--- src/hw/rtl/lst_pkg.sv ---
// Shared types and constants for the lazy segment tree controller and datapath.
package lst_pkg;

  // Command codes of an input beat.
  localparam logic [1:0] CMD_POINT_ADD = 2'd0;
  localparam logic [1:0] CMD_RANGE_ADD = 2'd1;
  localparam logic [1:0] CMD_QUERY     = 2'd2;

  // Reset value of the leaves_in_use register.
  localparam logic [10:0] LEAVES_RESET = 11'd1024;

  // Walk phase of a stack frame.
  typedef enum logic [1:0] {
    PH_NEW   = 2'd0,
    PH_LEFT  = 2'd1,
    PH_RIGHT = 2'd2
  } phase_t;

  // Micro-operations the controller issues to the datapath.
  typedef enum logic [4:0] {
    OP_NONE,
    OP_CLEAR,
    OP_LOAD,
    OP_CA_RD,
    OP_CA_M1,
    OP_MUL_HI,
    OP_CA_WR,
    OP_Q_RD,
    OP_Q_ACC,
    OP_PD_RD,
    OP_PD_T,
    OP_PD_L1,
    OP_PD_LW,
    OP_PD_R1,
    OP_PD_RW,
    OP_PD_CLR,
    OP_DESC_L,
    OP_DESC_R,
    OP_POP,
    OP_CB_R1,
    OP_CB_R2,
    OP_CB_WR,
    OP_EMIT
  } dp_op_t;

  // Status the datapath reports to the controller.
  typedef struct packed {
    logic   item_go;
    logic   item_query;
    logic   disjoint;
    logic   covered;
    logic   is_query;
    logic   tag_zero;
    logic   sp_zero;
    phase_t top_phase;
    logic   out_free;
    logic   clear_last;
  } dp_status_t;

endpackage

--- src/hw/rtl/lst_ctrl.sv ---
// Controller state machine that sequences the tree walk one node step at a time.
module lst_ctrl (
  input  logic                clk,
  input  logic                rst,
  input  logic                in_valid,
  output logic                in_ready,
  input  lst_pkg::dp_status_t status,
  output lst_pkg::dp_op_t     op
);

  typedef enum logic [24:0] {
    ST_CLEAR  = 25'h0000001,
    ST_IDLE   = 25'h0000002,
    ST_VISIT  = 25'h0000004,
    ST_CA_RD  = 25'h0000008,
    ST_CA_M1  = 25'h0000010,
    ST_CA_M2  = 25'h0000020,
    ST_CA_WR  = 25'h0000040,
    ST_Q_RD   = 25'h0000080,
    ST_Q_ACC  = 25'h0000100,
    ST_PD_RD  = 25'h0000200,
    ST_PD_T   = 25'h0000400,
    ST_PD_L1  = 25'h0000800,
    ST_PD_L2  = 25'h0001000,
    ST_PD_LW  = 25'h0002000,
    ST_PD_R1  = 25'h0004000,
    ST_PD_R2  = 25'h0008000,
    ST_PD_RW  = 25'h0010000,
    ST_PD_CLR = 25'h0020000,
    ST_DESC_L = 25'h0040000,
    ST_RET    = 25'h0080000,
    ST_RESUME = 25'h0100000,
    ST_CB_R1  = 25'h0200000,
    ST_CB_R2  = 25'h0400000,
    ST_CB_WR  = 25'h0800000,
    ST_FINISH = 25'h1000000
  } state_t;

  state_t state;
  state_t state_next;

  // State register.
  always_ff @(posedge clk) begin
    if (rst) begin
      state <= ST_CLEAR;
    end else begin
      state <= state_next;
    end
  end

  // Next state and micro-operation decode.
  always_comb begin
    state_next = state;
    op         = lst_pkg::OP_NONE;
    in_ready   = 1'b0;
    unique case (state)
      ST_CLEAR: begin
        op = lst_pkg::OP_CLEAR;
        if (status.clear_last) begin
          state_next = ST_IDLE;
        end
      end
      ST_IDLE: begin
        in_ready = 1'b1;
        if (in_valid) begin
          op = lst_pkg::OP_LOAD;
          if (status.item_go) begin
            state_next = ST_VISIT;
          end else if (status.item_query) begin
            state_next = ST_FINISH;
          end
        end
      end
      ST_VISIT: begin
        if (status.disjoint) begin
          state_next = ST_RET;
        end else if (status.covered) begin
          state_next = status.is_query ? ST_Q_RD : ST_CA_RD;
        end else begin
          state_next = ST_PD_RD;
        end
      end
      ST_CA_RD: begin
        op         = lst_pkg::OP_CA_RD;
        state_next = ST_CA_M1;
      end
      ST_CA_M1: begin
        op         = lst_pkg::OP_CA_M1;
        state_next = ST_CA_M2;
      end
      ST_CA_M2: begin
        op         = lst_pkg::OP_MUL_HI;
        state_next = ST_CA_WR;
      end
      ST_CA_WR: begin
        op         = lst_pkg::OP_CA_WR;
        state_next = ST_RET;
      end
      ST_Q_RD: begin
        op         = lst_pkg::OP_Q_RD;
        state_next = ST_Q_ACC;
      end
      ST_Q_ACC: begin
        op         = lst_pkg::OP_Q_ACC;
        state_next = ST_RET;
      end
      ST_PD_RD: begin
        op         = lst_pkg::OP_PD_RD;
        state_next = ST_PD_T;
      end
      ST_PD_T: begin
        op         = lst_pkg::OP_PD_T;
        state_next = status.tag_zero ? ST_DESC_L : ST_PD_L1;
      end
      ST_PD_L1: begin
        op         = lst_pkg::OP_PD_L1;
        state_next = ST_PD_L2;
      end
      ST_PD_L2: begin
        op         = lst_pkg::OP_MUL_HI;
        state_next = ST_PD_LW;
      end
      ST_PD_LW: begin
        op         = lst_pkg::OP_PD_LW;
        state_next = ST_PD_R1;
      end
      ST_PD_R1: begin
        op         = lst_pkg::OP_PD_R1;
        state_next = ST_PD_R2;
      end
      ST_PD_R2: begin
        op         = lst_pkg::OP_MUL_HI;
        state_next = ST_PD_RW;
      end
      ST_PD_RW: begin
        op         = lst_pkg::OP_PD_RW;
        state_next = ST_PD_CLR;
      end
      ST_PD_CLR: begin
        op         = lst_pkg::OP_PD_CLR;
        state_next = ST_DESC_L;
      end
      ST_DESC_L: begin
        op         = lst_pkg::OP_DESC_L;
        state_next = ST_VISIT;
      end
      ST_RET: begin
        if (status.sp_zero) begin
          state_next = ST_FINISH;
        end else begin
          op         = lst_pkg::OP_POP;
          state_next = ST_RESUME;
        end
      end
      ST_RESUME: begin
        // A parent whose left child is done moves on to the right child;
        // after both, an add rebuilds the parent sum from its children.
        if (status.top_phase == lst_pkg::PH_LEFT) begin
          op         = lst_pkg::OP_DESC_R;
          state_next = ST_VISIT;
        end else if (status.is_query) begin
          state_next = ST_RET;
        end else begin
          state_next = ST_CB_R1;
        end
      end
      ST_CB_R1: begin
        op         = lst_pkg::OP_CB_R1;
        state_next = ST_CB_R2;
      end
      ST_CB_R2: begin
        op         = lst_pkg::OP_CB_R2;
        state_next = ST_CB_WR;
      end
      ST_CB_WR: begin
        op         = lst_pkg::OP_CB_WR;
        state_next = ST_RET;
      end
      ST_FINISH: begin
        if (!status.is_query) begin
          state_next = ST_IDLE;
        end else if (status.out_free) begin
          op         = lst_pkg::OP_EMIT;
          state_next = ST_IDLE;
        end
      end
      default: begin
        state_next = ST_IDLE;
      end
    endcase
  end

endmodule

--- config.mk ---
export PLATFORM = sky130hd
export DESIGN_NAME = lst_ctrl
export DESIGN_NICKNAME = d
export VERILOG_FILES = /design/src/hw/rtl/lst_pkg.sv /design/src/hw/rtl/lst_ctrl.sv
export SDC_FILE = /design/constraint.sdc
export NUM_CORES = 1
export LEC_CHECK = 0
export BUFFER_PORTS_ARGS = -buffer_cell sky130_fd_sc_hd__buf_2
export CAP_MARGIN = 20
export CORE_MARGIN = 1
export CORE_UTILIZATION = 40
export CTS_CLUSTER_SIZE = 25
export DETAILED_ROUTE_END_ITERATION = 8
export REMOVE_ABC_BUFFERS = 1
export SYNTH_ARGS = -nofsm -noshare
export SYNTH_HDL_FRONTEND = slang
export SYNTH_SLANG_ARGS = --single-unit
export TNS_END_PERCENT = 10
--- constraint.sdc ---
create_clock -name clk -period 7.6 [get_ports clk]
set_clock_uncertainty 0.15 [all_clocks]
set_input_delay 1.52 -clock clk [delete_from_list [all_inputs] [get_ports clk]]
set_output_delay 1.52 -clock clk [all_outputs]
set_load 0.01 [all_outputs]
After elaboration in Yosys (flattened, before gate mapping)
Index checks and enable logic that the tools add are counted.
{"block": "op_classes", "n_reduce_logical": 3, "eq_ne": 30, "mux": 21}
{"cell": "$pmux W25 S23", "n": 1}
{"cell": "$mux W25", "n": 7}
{"cell": "$pmux W5 S22", "n": 1}
{"cell": "$mux W22", "n": 2}
{"cell": "$eq A25 B1 Y1 const B", "n": 1}
{"cell": "$eq A25 B10 Y1 const B", "n": 1}
{"cell": "$eq A25 B11 Y1 const B", "n": 1}
{"cell": "$eq A25 B12 Y1 const B", "n": 1}
{"cell": "$eq A25 B13 Y1 const B", "n": 1}
{"cell": "$eq A25 B14 Y1 const B", "n": 1}
{"cell": "$eq A25 B15 Y1 const B", "n": 1}
{"cell": "$eq A25 B16 Y1 const B", "n": 1}
{"cell": "$eq A25 B17 Y1 const B", "n": 1}
{"cell": "$eq A25 B18 Y1 const B", "n": 1}
{"cell": "$eq A25 B19 Y1 const B", "n": 1}
{"cell": "$eq A25 B2 Y1 const B", "n": 1}
{"cell": "$eq A25 B20 Y1 const B", "n": 1}
{"cell": "$eq A25 B21 Y1 const B", "n": 1}
{"cell": "$eq A25 B22 Y1 const B", "n": 1}
{"cell": "$eq A25 B23 Y1 const B", "n": 1}
{"cell": "$eq A25 B24 Y1 const B", "n": 1}
{"cell": "$eq A25 B25 Y1 const B", "n": 1}
{"cell": "$eq A25 B3 Y1 const B", "n": 1}
{"cell": "$eq A25 B4 Y1 const B", "n": 1}
{"cell": "other kinds (17)", "n": 23}
{"block": "totals", "ff_bits": 25, "in_bits": 14}

Depth between registers and ports, before layout
Gate-level depths: netlist (run 1).
{"block": "depth", "ltp_word": 4, "ltp_mapped": 8, "ltp_nobuf": 6}

Least setup slack after synthesis (run 1)
No wires, ideal clock.
{"block": "synth_timing", "kind": "input port to output port", "start": "in status[6] (netlist name)", "end": "out op[1]", "arrival_time_ns": 2.145, "required_time_ns": 5.930, "path_slack_ns": 3.785, "path_stages": 4, "path_cell_list": "nand2_1 -> nor3_1 -> a311oi_1 -> nand4_1"}
{"block": "synth_between", "elab_chain_len": 2}
{"element": "start: declaration", "line": "lst_ctrl.sv:7", "text": "input lst_pkg::dp_status_t status,"}
{"element": "$mux W5", "line": "lst_ctrl.sv:180", "text": "if (!status.is_query) begin"}
{"element": "$pmux W5 S22", "line": "lst_ctrl.sv:56", "text": "unique case (state)"}
{"element": "end: declaration", "line": "lst_ctrl.sv:8", "text": "output lst_pkg::dp_op_t op"}
Every way passes these cells.

Worst setup path after layout (run 1)
{"block": "layout_timing", "start": "reg state[14]", "end": "out op[1]"}
{"block": "layout_between", "elab_chain_len": 3, "elab_cells_between_ends": 26, "classes_between": "24 x eq/ne; 1 x mux; 1 x reduce/logical"}
{"element": "start: declaration", "line": "lst_ctrl.sv:39", "text": "state_t state;"}
{"element": "start signal: assignment", "line": "lst_ctrl.sv:47", "text": "state <= state_next;"}
{"element": "$eq A25 B16 Y1, or another cell as far along", "line": "lst_ctrl.sv:56"}
{"element": "$reduce_or A3 Y1 (no line)"}
{"element": "$pmux W5 S22 *", "line": "lst_ctrl.sv:56"}
Mark *: on every way between the ends. The rest lies on a longest branch, timed or not.

==> out/qor.yml, run 1 <==
detailed_routing:
  wl_per_cell_um: 16.6
  drt_drc_violations_left: 0
  drt-total-wl_mm: 4.31
  drt-initial-drc-count: 148
  viasPerCell: 6.18
  via_count: 1606
  antenna_left: 0
  dr.pass1.iters: 4
power_and_ir_drop:
  power.density_nw_per_um2: 143
  swShare: 0.273
  power.leakage_nw: 0.714
  p_sw_w: 0.0000698
  intPower_w: 0.000186
  p_clk_frac: 0.306
  seq_power_share: 0.530
  ir_worst_vdd_uv: 70.1
  comb_power_share: 0.164
setup_path:
  required_ps: 5930
  reg2reg_slack_ps: 4820
  regToRegEndpoint: "state[15]"
  critPathKind: "register to primary output"
  r2r_start: "state[18]"
  ff2ff_path_depth: 6
  startpoint_type: "register"
  crit_fanout: 11
  critPathArrivalTime_ps: 2790
  endpoint_kind: "primary output"
floorplan:
  die_h_um: 65.8
  die_x_um: 65.8
  core-area_um2: 3770
  initial_core_util: 0.432
  die_area_um2: 4330
  ios: 20
  rows: 22
global_route:
  grt_use_total: 0.220
  antenna_found_initial: 0
  grt_pass1_vias: 1491
  grt_max_degree: 14
  overflow: 0
  grt_pass1_wl_mm: 7.18
logic_synthesis:
  synthCells: 195
  ys_seq_area_frac: 0.307
  synth_ff_type: "dfxtp_1"
  synth_cell_types: 49
  synth_edf_count: 0
  netlist_area_um2: 1630
  synth_warnings: 0
  avgSynthCellArea_um2: 8.35
  ys_ff_latch: 25
  async_flop_share: 0
finish:
  diodes: 0
  multiInputGateArea_um2: 1070
  nets: 227
  final_cells: 260
  largest_reg_flops: 25
  largest-register: "state"
  area_delta_synth_final_pct: 10.2
  drive_gt1_frac: 0.189
  fillCellCount: 374
  reg.largest.list: "state x25"
  regArea_um2: 500
sta:
  clock.fmax_mhz: 224
  setup_tns_ps: 0
  grt_setup_unrepaired: "no"
  relSlewSlack: 0.538
  finalCriticalPeriod_ps: 4460
  worst_slew_pin_slew_ps: 689
  timing.final.crit_share: 0.586
  holdWs_ps: 437
  finalWorstSetupSlack_ps: 3140
  hold_viol: 0
  report.final.slew_viol_count: 0
  setup_viol: 0
cts:
  root_buffer: "clkbuf_8"
  tritoncts: "yes"
  htreeDepth: 1
  cts.sinks: 25
  worstSkewPairLatency_ps: 270
  cts_resized: 0
  hold_buffers: 0
  clk_pin_slew_worst_paths_ps: 80
  clock_path_buffers: 2
  cts_setup_buffers: 0
  numCtsBuffers: 3
placed_design:
  numPlacedInstances: 256
  numPortBuffers: 19
  gp_congestion: 0.954
  dp_hpwl_mm: 3.33
  dp_worst_setup_slack_ps: 3400
min_path:
  whs_path_depth: 1
  hp-class: "register to register"
  holdPathEnd: "state[16]"
  hold_path_startpoint: "state[14]"
run_status:
  status: "finished, final reports clean"
run:
  drv_cap: 0
worst max-delay path, stage by stage (launching register included):
cell and delay (ps):
dfxtp_1 390, nor4_2 550, nand4_1 480, nor4_2 490
a21oi_1 160, nor2b_1 180, nand4_1 120, buf_2 140
per-layer routing:
layer / track usage / share of wire / vias up
met2: 0.366 / 0.49 / 68
met3: 0.0276 / 0.067 / 7
met5: 0 / 0 / -
li1: - / - / 784
met1: 0.283 / 0.43 / 747
met4: 0.0924 / 0.016 / 0
power by group through the flow:
| stage | Sequential [W] | Clock, W | Combinational [W] |
|---|---|---|---|
| after detailed placement | 0.000139 | 0 | 0.0000416 |
| after global placement | 0.000138 | 0 | 0.0000409 |
| after CTS | 0.000136 | 0.0000810 | 0.0000418 |
| after floorplan | 0.000138 | 0 | 0.0000273 |
| final | 0.000136 | 0.0000783 | 0.0000421 |
| after global routing | 0.000136 | 0.0000855 | 0.0000460 |
synthesized netlist by cell type (all sizes together) (2+ instances only):
cell type | count | area share
a211oi | 4 | 0.018
a21oi | 7 | 0.022
and2 | 4 | 0.016
and3 | 2 | 0.0077
buf | 3 | 0.013
clkbuf | 3 | 0.0077
dfxtp | 25 | 0.31
inv | 6 | 0.014
nand2 | 16 | 0.037
nand2b | 3 | 0.012
nand3 | 10 | 0.031
nand3b | 5 | 0.023
nand4 | 8 | 0.040
nor2 | 18 | 0.041
nor2b | 2 | 0.0077
nor3 | 18 | 0.055
nor3b | 3 | 0.023
nor4 | 13 | 0.094
nor4b | 9 | 0.048
o2111ai | 2 | 0.011
o21ai | 2 | 0.0061
o32ai | 2 | 0.011
or2 | 2 | 0.0077
or3 | 2 | 0.0077
or4 | 2 | 0.012
or4b | 3 | 0.018
xnor2 | 2 | 0.011
xor2 | 5 | 0.027
cell families after synthesis:
group,count (synthesis),synth area share
XOR/XNOR,7,0.0376
flip-flops,25,0.307
buffers and inverters,12,0.0346
AND/OR/NAND/NOR,124,0.503
AO/OA/AOI/OAI,27,0.118
cell usage in the layout, fill, tap and decap left out, drive strengths merged, types with 6 or more instances in the layout:
cell type | synthesis | layout
nor4 | 13 | 13
nor2 | 18 | 18
inv | 6 | 6
dfxtp | 25 | 25
nand2 | 16 | 16
nand3 | 10 | 10
nand4 | 8 | 8
a21oi | 7 | 7
buf | 3 | 19
nor4b | 9 | 9
nor3 | 18 | 18
worst max path at each step:
stage | startpoint | endpoint | cells past startpoint
floorplan | status[6] | op[1] | 4
global placement | status[6] | op[1] | 6
detailed placement | status[6] | op[1] | 6
CTS | state[14] | op[1] | 7
global route | state[14] | op[1] | 7
finish | state[14] | op[1] | 7
area by class of cell:
| type | instances | share of cell area |
|---|---|---|
| clock buffers | 4 | 0.0251 |
| inverters | 6 | 0.0125 |
| multi-input cells | 158 | 0.597 |
| flip-flops and latches | 25 | 0.279 |
| well taps | 48 | 0.0334 |
| repair buffers | 19 | 0.0530 |
metrics by stage:
stage / area [um^2] / power [W] / util
after floorplan: 1600 / 0.000165 / -
after global placement: 1750 / 0.000179 / 0.464
after detailed placement: 1750 / 0.000180 / 0.464
after CTS: 1800 / 0.000258 / 0.476
after global routing: 1800 / 0.000268 / 0.476
final: 1800 / 0.000256 / 0.476
Power figures use the tool's default switching activity.
==> inputs of run 2 (changes only) <==
- clock period: 7.6 -> 3.9 ns (I/O delays scaled with it)
==> out/qor.yml, run 2 (synthesis gave the netlist of run 1 again) <==
run_status:
  status: "finished, final reports clean"
cts:
  clock_path_buffers: 2  # unchanged
  htreeDepth: 1  # unchanged
  worstSkewPairLatency_ps: 280  # about the same
  cts_resized: 0  # unchanged
  hold_buffers: 0  # unchanged
  cts.sinks: 25  # unchanged
  clk_pin_slew_worst_paths_ps: 90  # about the same
  numCtsBuffers: 3  # unchanged
  cts_setup_buffers: 0  # unchanged
  tritoncts: "yes"
  root_buffer: "clkbuf_8"
sta:
  worst_slew_pin_slew_ps: 663  # -25.2 ps
  grt_setup_unrepaired: "no"
  clock.fmax_mhz: 290
  report.final.slew_viol_count: 0  # unchanged
  setup_viol: 0  # unchanged
  finalCriticalPeriod_ps: 3450
  setup_tns_ps: 0  # unchanged
  timing.final.crit_share: 0.884
  hold_viol: 0  # unchanged
  relSlewSlack: 0.555  # +0.0169
  holdWs_ps: 442  # +4.66 ps
run:
  drv_cap: 0  # unchanged
floorplan:
  die_h_um: 65.8  # unchanged
  die_area_um2: 4330  # unchanged
  die_x_um: 65.8  # unchanged
  rows: 22  # unchanged
  core-area_um2: 3770  # unchanged
  initial_core_util: 0.432  # unchanged
  ios: 20  # unchanged
setup_path:
  required_ps: 2970  # -2960 ps
  crit_fanout: 11  # unchanged
  critPathArrivalTime_ps: 2520  # -270 ps
  startpoint_type: "register"
  ff2ff_path_depth: 6  # unchanged
  endpoint_kind: "primary output"
  critPathKind: "register to primary output"
finish:
  drive_gt1_frac: 0.205  # +0.0160
  largest_reg_flops: 25  # unchanged
  diodes: 0  # unchanged
  postLayoutCoreUtil: 0.482  # +0.00630
  nets: 230  # +1.3%
  largest-register: "state"
  fillCellCount: 365  # -2.4%
  reg.largest.list: "state x25"
  area_delta_synth_final_pct: 11.7
  layout_commonest_cell: "dfxtp_1"
  mostFrequentLayoutCells: "dfxtp_1, buf_2, nor2_1, nor3_1, nand2_1"
power_and_ir_drop:
  comb_power_share: 0.165  # about the same
  power.leakage_nw: 0.729  # +2.2%
  ir_worst_vdd_uv: 121  # +72%
  p_sw_w: 0.000140  # +100%
  power.density_nw_per_um2: 277  # +94%
  swShare: 0.279  # +0.00604
  intPower_w: 0.000363  # +95%
  seq_power_share: 0.525  # -0.005
  p_clk_frac: 0.310  # +0.004
global_route:
  grt_pass1_vias: 1467  # -1.6%
  grt_max_degree: 15  # +1
  overflow: 0  # unchanged
  grt_pass1_wl_mm: 7.09  # -1.3%
  grt_use_total: 0.217  # -0.00340
  antenna_found_initial: 0  # unchanged
min_path:
  whs_path_depth: 1  # unchanged
  hp-class: "register to register"
detailed_routing:
  via_count: 1605  # -0.062%
  dr.pass1.iters: 4  # unchanged
  drt-initial-drc-count: 123  # -17%
  drt-total-wl_mm: 4.24  # -1.4%
  drt_drc_violations_left: 0  # unchanged
  antenna_left: 0  # unchanged
  wl_per_cell_um: 16.1  # -2.6%
  viasPerCell: 6.10  # -1.2%
placed_design:
  gp_congestion: 0.992  # +4.0%
  dp_hpwl_mm: 3.33  # about the same
  numPortBuffers: 19  # unchanged
run 2: cell types whose count changed in the layout (fill, tap and decap cells not counted):
cell	before	now
buf_4	0	3
clkinv_2	0	1
clkbuf_1	1	0
run 2: worst max-delay path, cell delays in order, from the launching register on:
cell     delay, ps
dfxtp_1        400
nor4_2         540
nand4_1        150
buf_4          210
nor4_2         350
a21oi_1        140
nor2b_1        190
nand3_1        120
buf_2          130
run 2: area by class of cell:
cell class / count / area [um^2] / share of cell area
Clock buffer: 3 / 41.3 / 0.0227
Timing Repair Buffer: 22 / 118 / 0.0646
Multi-Input combinational cell: 158 / 1070 / 0.589
Sequential cell: 25 / 500 / 0.275
Inverter: 6 / 22.5 / 0.0124
Tap cell: 48 / 60.1 / 0.0330
Clock inverter: 1 / 5.00 / 0.00275
run 2: stage by stage:
step	total power, W	std cells	cell area, um^2	worst slack, ps
floorplan	0.000322	189	1600	990
global placement	0.000352	259	1770	780
detailed placement	0.000352	259	1770	788
CTS	0.000509	263	1820	455
global route	0.000527	263	1820	243
finish	0.000504	263	1820	454
run 2: worst paths after layout:
kind	start	end	slack [ps]
worst max-delay path	state[14]	op[3]	450
worst min-delay path	state[10]	state[11]	440
worst max register to register	state[18]	state[15]	1330
worst min register to register	state[10]	state[11]	440
run 2: power groups by stage:
| stage | sequential (W) | clock, W | combinational (W) |
|---|---|---|---|
| 6_report | 0.000264 | 0.000156 | 0.0000830 |
| 5_1_grt | 0.000265 | 0.000172 | 0.0000901 |
| 4_1_cts | 0.000264 | 0.000162 | 0.0000826 |
| 3_5_place_dp | 0.000270 | 0 | 0.0000823 |
| 3_3_place_gp | 0.000270 | 0 | 0.0000823 |
| 2_1_floorplan | 0.000269 | 0 | 0.0000533 |
run 2: per-layer routing:
metal / vias to the layer above / track usage / share of wire
met5: - / 0 / 0
met4: 0 / 0.106 / 0.033
met3: 14 / 0.0345 / 0.057
met2: 59 / 0.332 / 0.46
met1: 736 / 0.292 / 0.45
li1: 796 / - / -
==> inputs of run 3 (changes only) <==
--- a/constraint.sdc
+++ b/constraint.sdc
@@ -3,3 +3,3 @@
 set_input_delay 0.78 -clock clk [delete_from_list [all_inputs] [get_ports clk]]
 set_output_delay 0.78 -clock clk [all_outputs]
-set_load 0.01 [all_outputs]
+set_load 0.005 [all_outputs]
==> out/qor.yml, run 3 (synthesis gave the netlist of run 1 again) <==
floorplan:
  die_x_um: 65.8  # unchanged
  rows: 22  # unchanged
  die_area_um2: 4330  # unchanged
  ios: 20  # unchanged
  core-area_um2: 3770  # unchanged
  initial_core_util: 0.432  # unchanged
  die_h_um: 65.8  # unchanged
placed_design:
  numPlacedInstances: 259  # unchanged
  dp_hpwl_mm: 3.49  # +4.8%
  place_area_um2: 1770  # unchanged
  gp_congestion: 1.02  # +2.3%
  numPortBuffers: 19  # unchanged
sta:
  report.final.slew_viol_count: 0  # unchanged
  worst_slew_pin_slew_ps: 628  # -35.7 ps
  finalCriticalPeriod_ps: 3470  # +25.0 ps
  relSlewSlack: 0.579  # +0.0239
  clock.fmax_mhz: 288  # -0.72%
  setup_tns_ps: 0  # unchanged
  setup_viol: 0  # unchanged
  grt_setup_unrepaired: "no"
  holdWs_ps: 445  # +3.02 ps
  hold_viol: 0  # unchanged
  timing.final.crit_share: 0.890  # +0.00642
run:
  drv_cap: 0  # unchanged
setup_path:
  ff2ff_path_depth: 6  # unchanged
  required_ps: 2970  # about the same
  critPathKind: "register to primary output"
  crit_fanout: 11  # unchanged
  startpoint_type: "register"
  critPathArrivalTime_ps: 2540  # +20 ps
  endpoint_kind: "primary output"
global_route:
  grt_use_total: 0.224  # +0.00732
  grt_pass1_wl_mm: 7.33  # +3.4%
  grt_max_degree: 15  # unchanged
  antenna_found_initial: 0  # unchanged
  grt_pass1_vias: 1473  # +0.41%
  overflow: 0  # unchanged
detailed_routing:
  wl_per_cell_um: 16.7  # +3.3%
  drt-total-wl_mm: 4.38  # +3.3%
  via_count: 1614  # +0.56%
  drt_drc_violations_left: 0  # unchanged
  dr.pass1.iters: 4  # unchanged
  antenna_left: 0  # unchanged
  viasPerCell: 6.14  # +0.56%
  drt-initial-drc-count: 120  # -2.4%
min_path:
  hp-class: "register to register"
  whs_path_depth: 2  # +1
cts:
  worstSkewPairLatency_ps: 270  # about the same
  clk_pin_slew_worst_paths_ps: 90  # about the same
  numCtsBuffers: 3  # unchanged
  htreeDepth: 1  # unchanged
  clock_path_buffers: 2  # unchanged
  hold_buffers: 0  # unchanged
  cts.sinks: 25  # unchanged
  root_buffer: "clkbuf_8"
  tritoncts: "yes"
  cts_setup_buffers: 0  # unchanged
  cts_resized: 0  # unchanged
finish:
  reg.largest.list: "state x25"
  postLayoutCoreUtil: 0.482  # unchanged
  mostFrequentLayoutCells: "dfxtp_1, buf_2, nor2_1, nor3_1, nand2_1"
  largest_reg_flops: 25  # unchanged
  largest-register: "state"
  layout_commonest_cell: "dfxtp_1"
  fin_area_um2: 1820  # unchanged
  diodes: 0  # unchanged
  final_cells: 263  # unchanged
  nets: 230  # unchanged
  area_delta_synth_final_pct: 11.7  # unchanged
  drive_gt1_frac: 0.205  # unchanged
run_status:
  status: "finished, final reports clean"
power_and_ir_drop:
  power.density_nw_per_um2: 275  # -0.54%
  ir_worst_vdd_uv: 186  # +54%
  power.leakage_nw: 0.729  # unchanged
[run 3: cell counts in the layout (fill, tap and decap cells not counted)]
No cell type changed its count.
[run 3: per-stage QoR]
stage	total power, W	worst slack [ps]
floorplan	0.000321	1020
finish	0.000501	429
CTS	0.000507	439
global placement	0.000351	818
global route	0.000529	221
detailed placement	0.000352	766
[run 3: final cells by class]
class	count	area, um^2
Tap cell	48	60.1
Clock inverter	1	5.00
Sequential cell	25	500
Multi-Input combinational cell	158	1070
Fill cell	368	1950
Timing Repair Buffer	22	118
Clock buffer	3	41.3
Inverter	6	22.5
[run 3: final timing paths]
kind / slack, ps / end / from
worst min register to register: 440 / state[23] / state[22]
worst max register to register: 1220 / state[16] / state[8]
worst max-delay path: 430 / op[1] / state[14]
worst min-delay path: 440 / state[23] / state[22]
[run 3: critical path, stage by stage (launching register included)]
cell and delay (ps):
dfxtp_1 400, nor4_2 550, nand4_1 160, buf_4 210, nor4_2 380, a21oi_1 160, nor2b_1 180, nand4_1 120
buf_2 120
[run 3: layer usage]
layer,routed length [um],part of all wire,track usage
met1,1930,0.44,0.303
met2,2050,0.47,0.353
met3,292,0.067,0.0431
met4,112,0.026,0.0734
met5,0,0,0
[run 3: power by group]
group	total [W]	switching (W)	internal (W)
clock	0.000155	0.0000830	0.0000715
sequential	0.000264	0.00000565	0.000259
combinational	0.0000821	0.0000492	0.0000329
total	0.000501	0.000138	0.000363
